==> src/hw/rtl/spq_pkg.sv <==
// ----------------------------------------------------------------------------
// spq_pkg
// Types and codes shared by the cells and the top level of the priority queue.
// ----------------------------------------------------------------------------
package spq_pkg;

  typedef struct packed {
    logic [15:0] id;
    logic [15:0] pages;
    logic [7:0]  prio;
  } job_rec_t;

  typedef enum logic [1:0] {
    StatusDone  = 2'd0,
    StatusEmpty = 2'd1,
    StatusFull  = 2'd2
  } status_e;

  typedef enum logic {
    ActPush = 1'b0,
    ActPop  = 1'b1
  } action_e;

  typedef struct packed {
    logic     push;
    logic     pop;
    job_rec_t rec;
  } cell_ctrl_t;

endpackage

==> src/hw/rtl/stable_priority_queue_core.sv <==
// ----------------------------------------------------------------------------
// stable_priority_queue_core
// Latency: the result of an item appears in the cycle after it is accepted.
// Throughput: one item per cycle; busy stays low, set by the row of cells
// that compares and shifts all slots at once.
// Reset clears the fill count and the result strobe; slot contents are left
// as they are and are only read below the fill count. Results cannot stall.
// ----------------------------------------------------------------------------
module stable_priority_queue_core #(
  parameter int QUEUE_DEPTH = 16
) (
  input  logic        clk_i,
  input  logic        rst_ni,
  input  logic        start,
  output logic        busy,
  input  logic        action_i,
  input  logic [15:0] job_id_i,
  input  logic [15:0] page_count_i,
  input  logic [7:0]  job_priority_i,
  output logic        done_o,
  output logic [15:0] out_id_o,
  output logic [15:0] out_pages_o,
  output logic [7:0]  out_priority_o,
  output logic [1:0]  status_o,
  output logic [4:0]  entry_count_o
);
  import spq_pkg::*;

  localparam int CntW = $clog2(QUEUE_DEPTH + 1);

  logic [CntW-1:0] count_q, count_d;
  logic            done_q;
  job_rec_t        res_rec_q, res_rec_d;
  status_e         res_status_q, res_status_d;
  cell_ctrl_t      ctrl;
  logic            is_full, is_empty, take;
  job_rec_t        recs  [QUEUE_DEPTH];
  logic            stays [QUEUE_DEPTH];

  assign busy     = 1'b0;
  assign take     = start && !busy;
  assign is_full  = count_q == CntW'(QUEUE_DEPTH);
  assign is_empty = count_q == '0;

  assign ctrl.rec.id    = job_id_i;
  assign ctrl.rec.pages = page_count_i;
  assign ctrl.rec.prio  = job_priority_i;
  assign ctrl.push      = take && (action_i == ActPush) && !is_full;
  assign ctrl.pop       = take && (action_i == ActPop) && !is_empty;

  for (genvar i = 0; i < QUEUE_DEPTH; i++) begin : g_cell
    spq_cell #(
      .CNT_W(CntW),
      .IDX  (i)
    ) u_cell (
      .clk_i      (clk_i),
      .ctrl_i     (ctrl),
      .count_i    (count_q),
      .prev_stay_i((i == 0) ? 1'b1 : stays[(i == 0) ? 0 : i - 1]),
      .prev_rec_i ((i == 0) ? ctrl.rec : recs[(i == 0) ? 0 : i - 1]),
      .next_rec_i ((i == QUEUE_DEPTH - 1) ? recs[i] : recs[(i == QUEUE_DEPTH - 1) ? i : i + 1]),
      .rec_o      (recs[i]),
      .stay_o     (stays[i])
    );
  end

  always_comb begin
    count_d      = count_q;
    res_rec_d    = '0;
    res_status_d = StatusDone;
    if (ctrl.push) begin
      count_d = count_q + CntW'(1);
    end else if (ctrl.pop) begin
      count_d   = count_q - CntW'(1);
      res_rec_d = recs[0];
    end else if (take && (action_i == ActPush)) begin
      res_status_d = StatusFull;
    end else if (take) begin
      res_status_d = StatusEmpty;
    end
  end

  always_ff @(posedge clk_i or negedge rst_ni) begin
    if (!rst_ni) begin
      count_q <= '0;
      done_q  <= 1'b0;
    end else begin
      count_q <= count_d;
      done_q  <= take;
    end
  end

  always_ff @(posedge clk_i) begin
    if (take) begin
      res_rec_q    <= res_rec_d;
      res_status_q <= res_status_d;
    end
  end

  assign done_o         = done_q;
  assign out_id_o       = res_rec_q.id;
  assign out_pages_o    = res_rec_q.pages;
  assign out_priority_o = res_rec_q.prio;
  assign status_o       = res_status_q;
  assign entry_count_o  = 5'(count_q);

  a_count_bounded : assert property (@(posedge clk_i) disable iff (!rst_ni)
    count_q <= CntW'(QUEUE_DEPTH))
    else $error("fill count above depth");

  a_done_follows_take : assert property (@(posedge clk_i) disable iff (!rst_ni)
    take |=> done_o)
    else $error("accepted item without result strobe");

  a_full_drop : assert property (@(posedge clk_i) disable iff (!rst_ni)
    (take && action_i == ActPush && is_full) |=> (status_o == StatusFull && $stable(count_q)))
    else $error("push on full queue not dropped");

  a_pop_empty : assert property (@(posedge clk_i) disable iff (!rst_ni)
    (take && action_i == ActPop && is_empty) |=> (status_o == StatusEmpty && count_q == '0))
    else $error("pop on empty queue mishandled");

endmodule

==> src/hw/rtl/spq_cell.sv <==
// ----------------------------------------------------------------------------
// spq_cell
// One slot of the sorted row: keeps its record, takes the new record, takes
// its lower neighbor's record on an insert, or its upper neighbor's on a pop.
// ----------------------------------------------------------------------------
module spq_cell #(
  parameter int CNT_W = 5,
  parameter int IDX   = 0
) (
  input  logic                clk_i,
  input  spq_pkg::cell_ctrl_t ctrl_i,
  input  logic [CNT_W-1:0]    count_i,
  input  logic                prev_stay_i,
  input  spq_pkg::job_rec_t   prev_rec_i,
  input  spq_pkg::job_rec_t   next_rec_i,
  output spq_pkg::job_rec_t   rec_o,
  output logic                stay_o
);
  import spq_pkg::*;

  job_rec_t rec_q, rec_d;
  logic     occupied;

  assign occupied = count_i > CNT_W'(IDX);
  assign stay_o   = occupied && (rec_q.prio <= ctrl_i.rec.prio);
  assign rec_o    = rec_q;

  always_comb begin
    rec_d = rec_q;
    if (ctrl_i.push) begin
      if (stay_o) begin
        rec_d = rec_q;
      end else if (prev_stay_i) begin
        rec_d = ctrl_i.rec;
      end else begin
        rec_d = prev_rec_i;
      end
    end else if (ctrl_i.pop) begin
      rec_d = next_rec_i;
    end
  end

  always_ff @(posedge clk_i) begin
    rec_q <= rec_d;
  end

endmodule
==> config.mk <==
export PLATFORM = sky130hd
export DESIGN_NAME = stable_priority_queue_core
export DESIGN_NICKNAME = d
export VERILOG_FILES = /design/src/hw/rtl/spq_pkg.sv /design/src/hw/rtl/stable_priority_queue_core.sv /design/src/hw/rtl/spq_cell.sv
export SDC_FILE = /design/constraint.sdc
export NUM_CORES = 2
export LEC_CHECK = 0
export BUFFER_PORTS_ARGS = -buffer_cell sky130_fd_sc_hd__clkbuf_2
export CORE_MARGIN = 2
export CORE_UTILIZATION = 35
export DETAILED_ROUTE_END_ITERATION = 10
export PLACE_DENSITY_LB_ADDON = 0.2
export SKIP_CTS_REPAIR_TIMING = 1
export SYNTH_ARGS = -nofsm -noshare
export SYNTH_HDL_FRONTEND = slang
export SYNTH_SLANG_ARGS = --single-unit
==> constraint.sdc <==
create_clock -name clk_i -period 5.6 [get_ports clk_i]
set_input_delay 1.12 -clock clk_i [delete_from_list [all_inputs] [get_ports clk_i]]
set_output_delay 1.12 -clock clk_i [all_outputs]
set_load 0.01 [all_outputs]
==> results.toml <==
[sta]
min_period_ps = 4054
rsz0062_at_grt = "false"
setup_tns_ps = 0
slew_headroom = 0.2026
post-route-period-util = 0.7238
finalSetupViolCount = 0
drv_slew = 0
holdWs_ps = 297.1
max_freq_mhz = 246.7
hold_viol = 0
worstMarginPinSlew_ps = 1196
fin_skew_ps = 20.94

[clock_network]
cts-htree-levels = 3
cts.sinks = 688
clk_latency_ps = 670
path_clk_slew_ps = 60
cts_tree = "yes"
clock-root-buffer = "clkbuf_16"
cts_max_path_buffers = 3
cts_buffers = 85

[logic_synthesis]
yosysTopAreaCell = "edfxtp_1"
syn_inst = 4215
yosysMostFrequentCell = "edfxtp_1"
async_flop_share = 0.008721
synth_area_mm2 = 0.04191
synth.distinct_cells = 60
synth_fp_nets = 4393
synth_commonest_cells = "edfxtp_1 (682), nor2_1 (579), a31oi_1 (561)"
synth-edff-count = 682
yosysSeqAreaShare = 0.4923
yosys_warnings = 0
synthTopCellsByArea = "edfxtp_1 (49%), o31ai_1 (10%), a31oi_1 (8.4%)"
synth_top_area_share = 0.4887
synth_ff_type = "edfxtp_1"
ys_ff_latch = 688
syn_area_per_cell_um2 = 9.943

[floorplanning]
num_rows = 126
die_h_um = 350.0
core_area_mm2 = 0.1184
dieArea_mm2 = 0.1225
die_x_um = 350.0
start_util = 0.3540
top_level_ports = 93

[place]
dp_hpwl_um = 91410
post_dp_cell_area_mm2 = 0.04372
place_congestion = 0.8167
port_buffers = 91

[power]
total_power_mw = 21.48
p_comb_frac = 0.374
p_leak_nw = 15.98
internal_power_mw = 12.88
power_frac_seq = 0.374
swShare = 0.4002
power.density_mw_per_mm2 = 463.2
ir_drop_mv = 0.2801
pwr-share-clk = 0.253
p_sw_mw = 8.598

[finish]
drive_above_1_share = 0.1084
syn2layout_area_growth_pct = 10.65
finish.instance_area_mm2 = 0.04637
fin_nets = 4149
n_antenna_cell = 0

[route]
drc = 0
ant_nets = 0
vias = 35883
wl_per_cell_um = 24.85
drt_wl_total_um = 140200
via_per_inst = 6.361
first_pass_iters = 6
drt_iter0_markers = 3333

[worst_setup_path]
crit_path_frequent_cell = "buf_4"
worst-r2r-cell-count = 7
critical-path-slowest-cell = "inv_1"
cp_cell_sequence = "clkbuf_2 > inv_1 > ha_1 > nand4_1 > nor2_1 > nor2b_2 > buf_4 > nor3_1 > o21ai_4 > buf_4"
path_class = "in -> reg"
r2r_slack_ps = 1980
slowest_delay_ps = 770
crit_arrival_ps = 4340
timing.rr.end = "g_cell[5].u_cell.rec_o[26]"
worst_ep_required_time_ps = 5890
endpoint_kind = "register"
startpoint_type = "primary input"
r2r_start = "entry_count_o[3]"
worst-path-max-fanout = 41

[grt]
grt_pass1_wl_um = 216600
groute.usage.overall = 0.2220
grt_pass1_vias = 36002
grt_remaining_overflow = 0
antenna_found_initial = 0
grt_max_degree = 140

[job]
maxCapViolCount = 0

[hold_path]
min_path_type = "in -> async"

[status]
status = "completed"
cell families (layout without fill, tap and decap cells):
group | count (synthesis) | in the layout | share of synthesized area
other | 1 | 1 | 0.00008948
adder cells (fa/ha/maj) | 134 | 134 | 0.04001
flip-flops | 688 | 688 | 0.4923
AND/OR/NAND/NOR | 1483 | 1483 | 0.1901
AO/OA/AOI/OAI | 1322 | 1322 | 0.2161
buffers and inverters | 582 | 408 | 0.06043
multiplexers | 1 | 1 | 0.0002389
XOR/XNOR | 4 | 4 | 0.0008361
worst max-delay path by stage:
stage | start | to
2_1_floorplan | job_priority_i[7] | g_cell[9].u_cell.rec_o[0]
3_3_place_gp | job_priority_i[7] | g_cell[9].u_cell.rec_o[25]
3_5_place_dp | job_priority_i[7] | g_cell[9].u_cell.rec_o[26]
4_1_cts | job_priority_i[7] | g_cell[9].u_cell.rec_o[24]
5_1_grt | job_priority_i[7] | g_cell[9].u_cell.rec_o[24]
6_report | job_priority_i[7] | g_cell[9].u_cell.rec_o[22]
stage by stage:
step,util,instances,setup slack [ps]
floorplan,-,4215,535.4
global placement,0.3693,5484,942.4
detailed placement,0.3693,5484,908.8
CTS,0.3917,5641,1597
global route,0.3917,5641,1407
finish,0.3917,5641,1546
critical path: cells and delay by family:
family	cells	cell delay (ps)
and+or+nand+nor	4	700
buffers and inverters	4	1900
AOI/OAI and AO/OA	1	140
adders and majority gates	1	400
state kept, by name, indices dropped and copies added (netlist names):
name,cells
g_cell.u_cell.rec_o,640
out_id_o,16
out_pages_o,16
out_priority_o,8
entry_count_o,5
status_o,2
done_o,1
power groups by stage:
| stage | Clock (mW) | Sequential [mW] | Combinational (mW) |
|---|---|---|---|
| after detailed placement | 0 | 8.12 | 7.94 |
| after global placement | 0 | 8.14 | 7.80 |
| after global routing | 5.71 | 8.12 | 8.80 |
| final | 5.43 | 8.02 | 8.03 |
| after floorplan | 0 | 7.79 | 5.78 |
| after CTS | 5.53 | 8.03 | 7.94 |
layout by cell type (no fill, tap or decap), drive strengths merged, types with 2 or more instances in the layout:
cell,n
a211o,10
a211oi,15
a21o,7
a21oi,51
a31oi,563
and2,40
and3,2
and4,2
buf,133
bufinv,4
clkbuf,195
clkinv,42
clkinvlp,2
dfrtp,6
edfxtp,682
ha,134
inv,32
nand2,205
nand2b,3
nand3,7
nand4,391
nand4b,33
nor2,584
nor2b,27
nor3,16
o211ai,17
o21a,4
o21ai,48
o22ai,40
o31ai,561
or2,3
or4,35
or4b,132
xnor2,3
cell type report:
cell class,instances,area (um^2)
Multi-Input combinational cell,2945,19260
Clock buffer,104,2248
Inverter,27,101.3
Clock inverter,53,404.1
Sequential cell,688,20630
Tap cell,1600,2002
Fill cell,11660,72020
Timing Repair Buffer,224,1729
routing by layer:
metal / vias to the layer above / GRT usage / routed length, um
met5: - / 0 / 0
met4: 0 / 0.06395 / 3251
met3: 221 / 0.02370 / 6492
met2: 1104 / 0.3727 / 68290
met1: 18182 / 0.3024 / 62150
li1: 16376 / - / -
Note: power is estimated with default switching activity, not from simulation.
